### config.mk
export PLATFORM = sky130hd
export DESIGN_NAME = disparity_colormap_pixel
export DESIGN_NICKNAME = d
export VERILOG_FILES = /design/src/rtl/dcp_pkg.sv /design/src/rtl/disparity_colormap_pixel.sv /design/src/rtl/dcp_ctrl.sv /design/src/rtl/dcp_datapath.sv
export VERILOG_INCLUDE_DIRS = /design/src /design/src/rtl
export SDC_FILE = /design/constraint.sdc
export NUM_CORES = 2
export LEC_CHECK = 0
export BUFFER_PORTS_ARGS = -buffer_cell sky130_fd_sc_hd__buf_2
export CAP_MARGIN = 10
export CORE_AREA = 5 5 398 400
export CTS_BUF_LIST = sky130_fd_sc_hd__clkbuf_16
export DETAILED_ROUTE_END_ITERATION = 10
export DIE_AREA = 0 0 403 405
export GPL_TIMING_DRIVEN = 1
export HOLD_SLACK_MARGIN = 0.1
export SLEW_MARGIN = 20
export SYNTH_ARGS = -nofsm -noshare
export SYNTH_HDL_FRONTEND = slang
export SYNTH_HIERARCHICAL = 1
export SYNTH_SLANG_ARGS = --single-unit
### constraint.sdc
create_clock -name i_clk -period 9.5 [get_ports i_clk]
set_input_delay 0.95 -clock i_clk [delete_from_list [all_inputs] [get_ports i_clk]]
set_output_delay 0.95 -clock i_clk [all_outputs]
set_load 0.01 [all_outputs]
### src/rtl/disparity_colormap_pixel_assert.svh
// Assertion macros for the disparity colormap RTL.
// Included by modules that carry concurrent checks; no other dependencies.
`ifndef DISPARITY_COLORMAP_PIXEL_ASSERT_SVH
`define DISPARITY_COLORMAP_PIXEL_ASSERT_SVH
`ifndef NO_ASSERTIONS
`define DCP_ASSERT(lbl, clk, rst_n, prop) \
    lbl: assert property (@(posedge clk) disable iff (!rst_n) prop) \
        else $error("dcp assertion failed");
`define DCP_ASSERT_ALWAYS(lbl, clk, prop) \
    lbl: assert property (@(posedge clk) prop) \
        else $error("dcp assertion failed");
`else
`define DCP_ASSERT(lbl, clk, rst_n, prop)
`define DCP_ASSERT_ALWAYS(lbl, clk, prop)
`endif
`endif

### src/rtl/dcp_pkg.sv
// Package for the disparity colormap block: item types, codes, control structs
// and the quarter-segment colormap tables. No dependencies.
package dcp_pkg;

    localparam int DISP_BITS      = 16;
    localparam int FRACTION_DEF   = 16;
    localparam int CFG_IDX_BITS   = 3;
    localparam int CFG_DATA_BITS  = 16;

    localparam logic [1:0] ACT_START  = 2'd0;
    localparam logic [1:0] ACT_SCAN   = 2'd1;
    localparam logic [1:0] ACT_COLOR  = 2'd2;
    localparam logic [1:0] ACT_UNUSED = 2'd3;

    localparam logic [1:0] MAP_JET     = 2'd0;
    localparam logic [1:0] MAP_INFERNO = 2'd1;
    localparam logic [1:0] MAP_VIRIDIS = 2'd2;
    localparam logic [1:0] MAP_GRAY    = 2'd3;

    localparam logic [CFG_IDX_BITS-1:0] CFG_AUTO_RANGE = 3'd0;
    localparam logic [CFG_IDX_BITS-1:0] CFG_COLORMAP   = 3'd1;
    localparam logic [CFG_IDX_BITS-1:0] CFG_RANGE_LOW  = 3'd2;
    localparam logic [CFG_IDX_BITS-1:0] CFG_RANGE_HIGH = 3'd3;
    localparam logic [CFG_IDX_BITS-1:0] CFG_UNIT       = 3'd4;
    localparam logic [CFG_IDX_BITS-1:0] CFG_INV_RED    = 3'd5;
    localparam logic [CFG_IDX_BITS-1:0] CFG_INV_GREEN  = 3'd6;
    localparam logic [CFG_IDX_BITS-1:0] CFG_INV_BLUE   = 3'd7;

    typedef struct packed {
        logic [1:0]           action;
        logic [DISP_BITS-1:0] disparity;
        logic                 not_finite;
    } t_in_item;

    typedef struct packed {
        logic [7:0] red;
        logic [7:0] green;
        logic [7:0] blue;
    } t_out_item;

    typedef struct packed {
        logic clear_seen;
        logic scan;
        logic load_pixel;
        logic setup;
        logic start_div;
        logic div_step;
        logic load_out;
    } t_cmd;

    typedef struct packed {
        logic pix_ok;
        logic skip_div;
    } t_status;

    // base value of segment s, channel c (0 red, 1 green, 2 blue)
    function automatic logic signed [9:0] seg_base(logic viridis, logic [1:0] s,
                                                   logic [1:0] c);
        logic signed [9:0] r;
        r = '0;
        if (!viridis) begin
            case ({s, c})
                4'b00_00: r = 10'sd0;   4'b00_01: r = 10'sd0;   4'b00_10: r = 10'sd0;
                4'b01_00: r = 10'sd80;  4'b01_01: r = 10'sd18;  4'b01_10: r = 10'sd120;
                4'b10_00: r = 10'sd200; 4'b10_01: r = 10'sd50;  4'b10_10: r = 10'sd140;
                4'b11_00: r = 10'sd252; 4'b11_01: r = 10'sd150; 4'b11_10: r = 10'sd40;
                default:  r = '0;
            endcase
        end else begin
            case ({s, c})
                4'b00_00: r = 10'sd68;  4'b00_01: r = 10'sd1;   4'b00_10: r = 10'sd84;
                4'b01_00: r = 10'sd59;  4'b01_01: r = 10'sd82;  4'b01_10: r = 10'sd139;
                4'b10_00: r = 10'sd33;  4'b10_01: r = 10'sd145; 4'b10_10: r = 10'sd140;
                4'b11_00: r = 10'sd94;  4'b11_01: r = 10'sd201; 4'b11_10: r = 10'sd98;
                default:  r = '0;
            endcase
        end
        return r;
    endfunction

    function automatic logic signed [9:0] seg_delta(logic viridis, logic [1:0] s,
                                                    logic [1:0] c);
        logic signed [9:0] r;
        r = '0;
        if (!viridis) begin
            case ({s, c})
                4'b00_00: r = 10'sd80;  4'b00_01: r = 10'sd18;  4'b00_10: r = 10'sd120;
                4'b01_00: r = 10'sd120; 4'b01_01: r = 10'sd32;  4'b01_10: r = 10'sd20;
                4'b10_00: r = 10'sd52;  4'b10_01: r = 10'sd100; 4'b10_10: r = -10'sd100;
                4'b11_00: r = 10'sd3;   4'b11_01: r = 10'sd105; 4'b11_10: r = 10'sd100;
                default:  r = '0;
            endcase
        end else begin
            case ({s, c})
                4'b00_00: r = -10'sd9;  4'b00_01: r = 10'sd81;  4'b00_10: r = 10'sd55;
                4'b01_00: r = -10'sd26; 4'b01_01: r = 10'sd63;  4'b01_10: r = 10'sd1;
                4'b10_00: r = 10'sd61;  4'b10_01: r = 10'sd56;  4'b10_10: r = -10'sd42;
                4'b11_00: r = 10'sd159; 4'b11_01: r = 10'sd30;  4'b11_10: r = -10'sd61;
                default:  r = '0;
            endcase
        end
        return r;
    endfunction

endpackage

### src/rtl/disparity_colormap_pixel.sv
// Disparity to RGB false-color converter, top level.
// Depends on dcp_pkg, dcp_ctrl and dcp_datapath.
//
// Input channel: i_in_valid / o_in_stall carry one item (action, disparity,
// not_finite). Start-frame clears the scanned range, scan folds a valid
// pixel into it, color produces one RGB item on the output channel.
// Output channel: o_out_valid / i_out_stall with an output register.
// Start and scan items are handled in the idle state and can follow back to back.
// A color item steps through setup, start, the divide steps and the map state
// before its result is loaded into the output register, and the next item is
// accepted once the controller is back in idle; the bit-serial restoring
// divider retires one quotient bit per cycle. Invalid pixels go from setup
// straight to the map state; pixels at or outside the range skip the divide
// steps (setup, start, map). One item is in work at a time; the next is
// accepted while a finished result still waits in the output register.
// When the receiver stalls, the result holds and a following color item
// waits at its last step until the register frees.
// Reset (synchronous, active low) loads the register defaults and clears the
// scanned range. Config writes are always ready and must come while idle.
module disparity_colormap_pixel #(
    parameter int FRACTION_BITS = dcp_pkg::FRACTION_DEF
) (
    input  logic                              i_clk,
    input  logic                              i_rst_n,
    input  logic                              i_in_valid,
    output logic                              o_in_stall,
    input  dcp_pkg::t_in_item                 i_in_data,
    output logic                              o_out_valid,
    input  logic                              i_out_stall,
    output dcp_pkg::t_out_item                o_out_data,
    input  logic                              i_cfg_valid,
    output logic                              o_cfg_ready,
    input  logic [dcp_pkg::CFG_IDX_BITS-1:0]  i_cfg_index,
    input  logic [dcp_pkg::CFG_DATA_BITS-1:0] i_cfg_data
);
    import dcp_pkg::*;

    t_cmd    cmd;
    t_status status;

    assign o_cfg_ready = 1'b1;

    dcp_ctrl #(.FRACTION_BITS(FRACTION_BITS)) u_ctrl (
        .i_clk       (i_clk),
        .i_rst_n     (i_rst_n),
        .i_in_valid  (i_in_valid),
        .i_action    (i_in_data.action),
        .o_in_stall  (o_in_stall),
        .o_out_valid (o_out_valid),
        .i_out_stall (i_out_stall),
        .i_status    (status),
        .o_cmd       (cmd)
    );

    dcp_datapath #(.FRACTION_BITS(FRACTION_BITS)) u_dp (
        .i_clk       (i_clk),
        .i_rst_n     (i_rst_n),
        .i_cfg_we    (i_cfg_valid && o_cfg_ready),
        .i_cfg_index (i_cfg_index),
        .i_cfg_data  (i_cfg_data),
        .i_in_data   (i_in_data),
        .i_cmd       (cmd),
        .o_status    (status),
        .o_out_data  (o_out_data)
    );
endmodule

### src/rtl/dcp_ctrl.sv
// Controller for the disparity colormap block: item sequencing and divider steps.
// Depends on dcp_pkg and the assertion macro header.
`include "disparity_colormap_pixel_assert.svh"
module dcp_ctrl #(
    parameter int FRACTION_BITS = dcp_pkg::FRACTION_DEF
) (
    input  logic              i_clk,
    input  logic              i_rst_n,
    input  logic              i_in_valid,
    input  logic [1:0]        i_action,
    output logic              o_in_stall,
    output logic              o_out_valid,
    input  logic              i_out_stall,
    input  dcp_pkg::t_status  i_status,
    output dcp_pkg::t_cmd     o_cmd
);
    import dcp_pkg::*;

    localparam int CNT_BITS = $clog2(FRACTION_BITS);

    typedef enum logic [4:0] {
        S_IDLE  = 5'b00001,
        S_SETUP = 5'b00010,
        S_START = 5'b00100,
        S_DIV   = 5'b01000,
        S_MAP   = 5'b10000
    } t_state;

    t_state              r_state, n_state;
    logic [CNT_BITS-1:0] r_cnt, n_cnt;
    logic                r_out_valid, n_out_valid;
    logic                accept;
    t_cmd                cmd;

    assign accept     = i_in_valid && (r_state == S_IDLE);
    assign o_in_stall = (r_state != S_IDLE);

    always_comb begin
        cmd     = '0;
        n_state = r_state;
        n_cnt   = r_cnt;
        unique case (r_state)
            S_IDLE: begin
                if (accept) begin
                    case (i_action)
                        ACT_START: cmd.clear_seen = 1'b1;
                        ACT_SCAN:  cmd.scan = 1'b1;
                        ACT_COLOR: begin
                            cmd.load_pixel = 1'b1;
                            n_state = S_SETUP;
                        end
                        default: ;
                    endcase
                end
            end
            S_SETUP: begin
                cmd.setup = 1'b1;
                n_state = i_status.pix_ok ? S_START : S_MAP;
            end
            S_START: begin
                cmd.start_div = 1'b1;
                n_cnt = '0;
                n_state = i_status.skip_div ? S_MAP : S_DIV;
            end
            S_DIV: begin
                cmd.div_step = 1'b1;
                n_cnt = r_cnt + 1'b1;
                if (r_cnt == CNT_BITS'(FRACTION_BITS - 1)) begin
                    n_state = S_MAP;
                end
            end
            S_MAP: begin
                if (!r_out_valid || !i_out_stall) begin
                    cmd.load_out = 1'b1;
                    n_state = S_IDLE;
                end
            end
            default: n_state = S_IDLE;
        endcase
    end

    assign n_out_valid = cmd.load_out || (r_out_valid && i_out_stall);

    always_ff @(posedge i_clk) begin
        if (!i_rst_n) begin
            r_state     <= S_IDLE;
            r_cnt       <= '0;
            r_out_valid <= 1'b0;
        end else begin
            r_state     <= n_state;
            r_cnt       <= n_cnt;
            r_out_valid <= n_out_valid;
        end
    end

    assign o_out_valid = r_out_valid;
    assign o_cmd       = cmd;

    `DCP_ASSERT(a_div_ends, i_clk, i_rst_n,
        (r_state == S_DIV && r_cnt == CNT_BITS'(FRACTION_BITS - 1)) |=> (r_state == S_MAP))
    `DCP_ASSERT(a_no_overwrite, i_clk, i_rst_n,
        cmd.load_out |-> (!r_out_valid || !i_out_stall))
    `DCP_ASSERT(a_cnt_range, i_clk, i_rst_n,
        (r_state == S_DIV) |-> (r_cnt <= CNT_BITS'(FRACTION_BITS - 1)))
endmodule

### src/rtl/dcp_datapath.sv
// Datapath for the disparity colormap block: config registers, scan range,
// bit-serial normalizing divider and colormap evaluation. Depends on dcp_pkg.
module dcp_datapath #(
    parameter int FRACTION_BITS = dcp_pkg::FRACTION_DEF
) (
    input  logic                                  i_clk,
    input  logic                                  i_rst_n,
    input  logic                                  i_cfg_we,
    input  logic [dcp_pkg::CFG_IDX_BITS-1:0]      i_cfg_index,
    input  logic [dcp_pkg::CFG_DATA_BITS-1:0]     i_cfg_data,
    input  dcp_pkg::t_in_item                     i_in_data,
    input  dcp_pkg::t_cmd                         i_cmd,
    output dcp_pkg::t_status                      o_status,
    output dcp_pkg::t_out_item                    o_out_data
);
    import dcp_pkg::*;

    localparam int F  = FRACTION_BITS;
    localparam int CW = F + 11;
    localparam int DB = DISP_BITS;
    localparam logic signed [CW-1:0] ONE  = CW'(1) <<< F;
    localparam logic signed [CW-1:0] E1   = ONE >>> 3;
    localparam logic signed [CW-1:0] E3   = E1 * 3;
    localparam logic signed [CW-1:0] E5   = E1 * 5;
    localparam logic signed [CW-1:0] E7   = E1 * 7;
    localparam logic signed [CW-1:0] FULL = ONE * 255;

    logic          r_auto;
    logic [1:0]    r_cmap;
    logic [DB-1:0] r_rlo, r_rhi, r_unit;
    logic [7:0]    r_inv_r, r_inv_g, r_inv_b;
    logic [DB-1:0] r_min, r_max;
    logic          r_seen;
    logic [DB-1:0] r_disp, r_lo, r_span, r_rem;
    logic          r_pix_ok;
    logic [F:0]    r_n;
    t_out_item     r_out;

    logic          in_ok;
    logic [DB-1:0] unit, lo, hi, diff;
    logic [DB:0]   span_raw, rem2;
    logic          le_lo, ge_span;

    t_out_item            map_rgb;
    logic signed [CW-1:0] nx, tq, acc [3];
    logic [2:0]           sfull;
    logic [1:0]           seg;

    assign in_ok = (i_in_data.disparity != '0) && !i_in_data.not_finite;

    always_ff @(posedge i_clk) begin
        if (!i_rst_n) begin
            r_auto  <= 1'b0;
            r_cmap  <= MAP_JET;
            r_rlo   <= '0;
            r_rhi   <= '1;
            r_unit  <= DB'(1);
            r_inv_r <= '0;
            r_inv_g <= '0;
            r_inv_b <= '0;
        end else if (i_cfg_we) begin
            unique case (i_cfg_index)
                CFG_AUTO_RANGE: r_auto  <= i_cfg_data[0];
                CFG_COLORMAP:   r_cmap  <= i_cfg_data[1:0];
                CFG_RANGE_LOW:  r_rlo   <= i_cfg_data;
                CFG_RANGE_HIGH: r_rhi   <= i_cfg_data;
                CFG_UNIT:       r_unit  <= i_cfg_data;
                CFG_INV_RED:    r_inv_r <= i_cfg_data[7:0];
                CFG_INV_GREEN:  r_inv_g <= i_cfg_data[7:0];
                CFG_INV_BLUE:   r_inv_b <= i_cfg_data[7:0];
                default: ;
            endcase
        end
    end

    always_ff @(posedge i_clk) begin
        if (!i_rst_n) begin
            r_min  <= '1;
            r_max  <= '0;
            r_seen <= 1'b0;
        end else if (i_cmd.clear_seen) begin
            r_min  <= '1;
            r_max  <= '0;
            r_seen <= 1'b0;
        end else if (i_cmd.scan && in_ok) begin
            if (i_in_data.disparity < r_min) r_min <= i_in_data.disparity;
            if (i_in_data.disparity > r_max) r_max <= i_in_data.disparity;
            r_seen <= 1'b1;
        end
    end

    // range selection
    always_comb begin
        unit = (r_unit == '0) ? DB'(1) : r_unit;
        if (r_auto) begin
            lo = r_seen ? r_min : '0;
            hi = r_seen ? r_max : unit;
        end else begin
            lo = r_rlo;
            hi = r_rhi;
        end
        span_raw = {1'b0, hi} - {1'b0, lo};
    end

    assign diff    = r_disp - r_lo;
    assign le_lo   = (r_disp <= r_lo);
    assign ge_span = (diff >= r_span);
    assign rem2    = {r_rem, 1'b0};

    assign o_status.pix_ok   = r_pix_ok;
    assign o_status.skip_div = le_lo || ge_span;

    always_ff @(posedge i_clk) begin
        if (i_cmd.load_pixel) begin
            r_disp   <= i_in_data.disparity;
            r_pix_ok <= in_ok;
        end
        if (i_cmd.setup) begin
            r_lo   <= lo;
            r_span <= (span_raw[DB] || span_raw == '0) ? unit : span_raw[DB-1:0];
        end
        if (i_cmd.start_div) begin
            r_rem <= diff;
            if (le_lo) r_n <= '0;
            else if (ge_span) r_n <= {1'b1, {F{1'b0}}};
            else r_n <= '0;
        end
        if (i_cmd.div_step) begin
            if (rem2 >= {1'b0, r_span}) begin
                r_rem <= DB'(rem2 - {1'b0, r_span});
                r_n   <= {r_n[F-1:0], 1'b1};
            end else begin
                r_rem <= rem2[DB-1:0];
                r_n   <= {r_n[F-1:0], 1'b0};
            end
        end
        if (i_cmd.load_out) begin
            r_out <= r_pix_ok ? map_rgb
                              : t_out_item'{red: r_inv_r, green: r_inv_g, blue: r_inv_b};
        end
    end

    // colormap evaluation from the normalized value
    function automatic logic [7:0] fix_floor(logic signed [CW-1:0] x);
        logic signed [CW-1:0] v;
        v = x >>> F;
        if (x < 0) return 8'd0;
        if (v > CW'(255)) return 8'd255;
        return v[7:0];
    endfunction

    always_comb begin
        nx    = signed'(CW'(r_n));
        sfull = r_n[F:F-2];
        seg   = (sfull > 3'd3) ? 2'd3 : sfull[1:0];
        tq    = (nx <<< 2) - (signed'(CW'(seg)) <<< F);
        for (int c = 0; c < 3; c++) begin
            acc[c] = (CW'(seg_base(r_cmap == MAP_VIRIDIS, seg, 2'(c))) <<< F)
                   + tq * CW'(seg_delta(r_cmap == MAP_VIRIDIS, seg, 2'(c)));
        end
        map_rgb = '0;
        case (r_cmap)
            MAP_JET: begin
                if (nx < E1) begin
                    map_rgb.blue = fix_floor((ONE <<< 7) + nx * CW'(1016));
                end else if (nx < E3) begin
                    map_rgb.green = fix_floor((nx - E1) * CW'(1020));
                    map_rgb.blue  = 8'd255;
                end else if (nx < E5) begin
                    map_rgb.red   = fix_floor((nx - E3) * CW'(1020));
                    map_rgb.green = 8'd255;
                    map_rgb.blue  = fix_floor(FULL - (nx - E3) * CW'(1020));
                end else if (nx < E7) begin
                    map_rgb.red   = 8'd255;
                    map_rgb.green = fix_floor(FULL - (nx - E5) * CW'(1020));
                end else begin
                    map_rgb.red   = fix_floor(FULL - (nx - E7) * CW'(1016));
                end
            end
            MAP_INFERNO, MAP_VIRIDIS: begin
                map_rgb.red   = fix_floor(acc[0]);
                map_rgb.green = fix_floor(acc[1]);
                map_rgb.blue  = fix_floor(acc[2]);
            end
            default: begin
                map_rgb.red   = fix_floor(nx * CW'(255));
                map_rgb.green = map_rgb.red;
                map_rgb.blue  = map_rgb.red;
            end
        endcase
    end

    assign o_out_data = r_out;
endmodule
==> results.md <==
* Global-route wire length before repair at between 200000 and 250000 um
* Core area at ~0.15 mm2
* Mapped Area at roughly 0.043 mm2
* Root Buffer: clkbuf_16
* Vias in the first global route at ~34000
* WL/cell at approximately 19 um
* Synthesis-to-finish area growth at 8.653%
* Distinct cells, synth at between 100 and 150
* Final instance count without filler cells at roughly 7000
* Final worst-path cycle share at 0.9515
* Port buffer count at 68
* MaxCap Viol Count at 0
* Layout cells sized above 1 at 0.05542
* Pin count of the biggest net entering global routing at slightly above 80
* Sum of buffers and inverters on the critical path at 5
* Final Skew at between 0.04 and 0.05 ns
* Critical Path AT at between 9 and 10 ns
* Hold depth at 2
* Outcome: complete, no violations
* Pwr dens at approximately 58 mW/mm2
* Post-Place Worst Slack at 0.2932 ns
* Post-route ant nets at 0
* DIE AREA at ~0.16 mm2
* CTS Buffer Depth at 3
* DP HPWL at 107100 um
* Largest delay share family, worst path: adder cells
* Ys async rst share at 0
* Internal power at between 1500 and 2000 uW
* Logic pwr share at 0.230
* Fin Setup TNS at 0 ns
* Main flop type after synthesis: dfxtp_1
* Peak supply drop at 0.0001470 V
* Max_slew headroom at 0.2315
* CTS tree: built
* Tmin final at 9.039 ns
* Routed WL at 129300 um
* Final setup violation count at 0
* Fmax at between 100 and 150 MHz
* Nets at 6043
* CP Data Required Time at 9.91 ns
* Psw at ~830 uW
* Fin. Hold Viols at 0
* Worst setup EP type: register
* Slew Limit Fails at 0
* Clk pin slew, worst setup/hold paths at 0.06 ns
* Total of warnings raised by yosys at 6
* EDFF count, synth at ~110
* Clock Latency Late Sink at between 0.5 and 0.6 ns
* Die Ht at 405 um
* Worst-margin pin slew at 1.149 ns
* Post-Syn Instances at between 4000 and 5000
* Aggregate global-route resource usage at 0.1563
* Startpoint types: register
* Placer Congestion at ~0.95
* Vias at between 30000 and 40000
* Crit Reg-Reg Endpoint: u_dp/o_out_data[12]$_DFFE_PP_
* Die W at between 400 and 500 um
* H-tree Lvls at 1
* CP max stage cell: o21a_1
* Clock power share at 0.382
* Switching share of power at 0.3092
* FP Rows at about 150
* CTS Buf Count at 28
* Initial cell density of the core at 0.2768
* RSZ-0062 raised after global routing: false
* Post-synthesis register bit count at 224
* DRT Pass-1 Iters at 6
* Post-synthesis sequential area ratio at 0.1293
* Max incr delay on CP at ~0.67 ns
* Worst r2r path cells at 30
* Worst Hold End: u_dp/r_rlo[8]$_SDFFE_PN0P_
* Critical path class: register to register
* Io pins at 70
* # DRC at 0
* Dpl cells at 6933
* P_leak at ~0.022 uW
* Synthesized area per cell at 8.752 um2
* R2R Path Start: u_dp/r_n[15]$_SDFFCE_PN0P_
* Setup WS post-layout at ~0.46 ns
* Vias per cell at approximately 4.8
* Overflow after GRT at 0
* Worst hold start: u_dp/r_rlo[8]$_SDFFE_PN0P_
* Worst Path Max Fanout at 18
* First-iteration detailed-routing DRC count at 2813
* Post-CTS setup buffers at 0
* Sink Count at approximately 220
* Initial antenna violation count at 5
* Sequential Power Share at 0.388
* Worst hold-check path type: register to register
* Reg2Reg Setup Slack at around 0.46 ns
## stage by stage
step	util	cell area [um2]	hold WS [ns]	power [uW]
2_1_floorplan	-	42900	0.4402	1494
3_5_place_dp	0.2949	45690	0.4550	1671
6_report	0.3008	46600	0.4640	2684
3_3_place_gp	0.2948	45680	0.4540	1665
5_1_grt	0.3007	46590	0.4862	2826
4_1_cts	0.3006	46580	0.4673	2703
## final cells by class
type	instances	area, um2
Inverter	1042	3916
Clock inverter	20	115.1
Sequential cell	224	5547
Multi-Input combinational cell	3478	32840
Tap cell	2058	2575
Timing Repair Buffer	131	825.8
Antenna cell	1	2.502
Clock buffer	31	775.7
Fill cell	16496	108300
## routing by layer
layer / part of all wire / vias to the layer above / wire, um / GRT usage
met5: 0 / - / 0 / 0
met4: 0.047 / 0 / 6125 / 0.05864
met3: 0.066 / 226 / 8485 / 0.01957
met2: 0.46 / 1193 / 59740 / 0.2600
met1: 0.42 / 16698 / 54930 / 0.2081
li1: - / 15638 / - / -
## power by group through the flow
stage / sequential (uW) / combinational (uW) / clock (uW)
after floorplan: 1050 / 440 / 0
after global placement: 1060 / 602 / 0
after detailed placement: 1060 / 608 / 0
after CTS: 1040 / 614 / 1050
after global routing: 1040 / 695 / 1090
final: 1040 / 618 / 1020
## Yosys cell counts, drive strengths merged (105+ instances only)
master | n | area share
inv | 1038 | 0.091
fa | 666 | 0.31
nand2 | 578 | 0.051
ha | 429 | 0.13
nor2 | 318 | 0.028
a21oi | 193 | 0.023
xnor2 | 162 | 0.033
clkbuf | 135 | 0.012
o21ai | 131 | 0.016
dfxtp | 118 | 0.055
edfxtp | 106 | 0.074
nand3 | 105 | 0.012
## worst max-delay path by stage
stage / startpoint / slack (ns) / to / cells past startpoint
4_1_cts: u_dp/r_n[15]$_SDFFCE_PN0P_ / 0.29 / u_dp/o_out_data[22]$_DFFE_PP_ / 28
6_report: u_dp/r_n[15]$_SDFFCE_PN0P_ / 0.46 / u_dp/o_out_data[12]$_DFFE_PP_ / 30
3_5_place_dp: u_dp/r_n[15]$_SDFFCE_PN0P_ / 0.29 / u_dp/o_out_data[22]$_DFFE_PP_ / 28
3_3_place_gp: u_dp/r_n[15]$_SDFFCE_PN0P_ / 0.53 / u_dp/o_out_data[22]$_DFFE_PP_ / 27
5_1_grt: u_dp/r_n[15]$_SDFFCE_PN0P_ / 0.10 / u_dp/o_out_data[7]$_DFFE_PP_ / 28
2_1_floorplan: u_dp/r_n[16]$_DFFE_PP_ / 0.85 / u_dp/o_out_data[22]$_DFFE_PP_ / 32
## flip-flops by register name (all words and copies together), names as in the netlist
signal              count
u_dp/r_disp            16
u_dp/r_n               17
u_dp/r_inv_g            8
u_dp/r_span            16
u_ctrl/r_cnt            4
u_dp/r_unit            16
u_dp/r_max             16
u_dp/r_auto             1
u_ctrl/o_out_valid      1
u_dp/r_inv_b            8
u_dp/r_rem             16
u_dp/r_rhi             16
u_dp/r_seen             1
u_dp/o_out_data        24
u_dp/r_min             16
u_dp/r_rlo             16
u_dp/r_cmap             2
u_dp/r_inv_r            8
u_ctrl/r_state          5
u_dp/r_pix_ok           1
u_dp/r_lo              16
## placed cells by master (no fill, tap or decap), types with 11 or more instances in the layout
| cell | instances |
|---|---|
| mux2i_1 | 63 |
| clkbuf_16 | 31 |
| nor3_1 | 42 |
| o21ai_0 | 116 |
| a21o_1 | 59 |
| and2_1 | 57 |
| fa_1 | 666 |
| inv_1 | 1043 |
| nor4_1 | 21 |
| ha_1 | 429 |
| o22ai_1 | 17 |
| o211ai_1 | 30 |
| nand2b_1 | 39 |
| xnor2_1 | 161 |
| o21a_1 | 47 |
| nor2_1 | 313 |
| a21boi_0 | 74 |
| or3_1 | 14 |
| a21oi_1 | 185 |
| xor2_1 | 61 |
| nor2b_1 | 36 |
| o21bai_1 | 12 |
| a221oi_1 | 11 |
| nand4_1 | 19 |
| buf_2 | 68 |
| o31ai_1 | 15 |
| buf_4 | 62 |
| edfxtp_1 | 106 |
| o2111ai_1 | 12 |
| a211oi_1 | 16 |
| nand3_1 | 103 |
| and3_1 | 15 |
| a31oi_1 | 16 |
| or2_2 | 12 |
| a211o_1 | 16 |
| dfxtp_1 | 117 |
| nand2_1 | 576 |
## worst reg2reg max path, delay by kind of cell (launching register included)
family          cells  cell delay (ns)
buf+inv             5             0.59
xor+xnor            1             0.23
compound gates      9             2.60
flops               1             0.51
fa+ha+maj           8             3.33
simple gates        7             1.63
## kinds of logic (layout without fill, tap and decap cells)
family	Yosys count	in the layout	share of synthesized area
and+or+nand+nor	1316	1316	0.1400
buffers and inverters	1201	1224	0.1062
muxes	77	77	0.01835
AOI/OAI and AO/OA	759	759	0.1234
DFF	224	224	0.1293
xor gates and xnor gates	224	224	0.04610
adders and majority gates	1096	1096	0.4363
other	3	7	0.0002626
## timing repair
item,CTS,global route
gates resized for setup,0,4
hold buffers,0,0
setup endpoints to repair,0,16
hold endpoints to repair,0,0
Power figures use the tool's default switching activity.
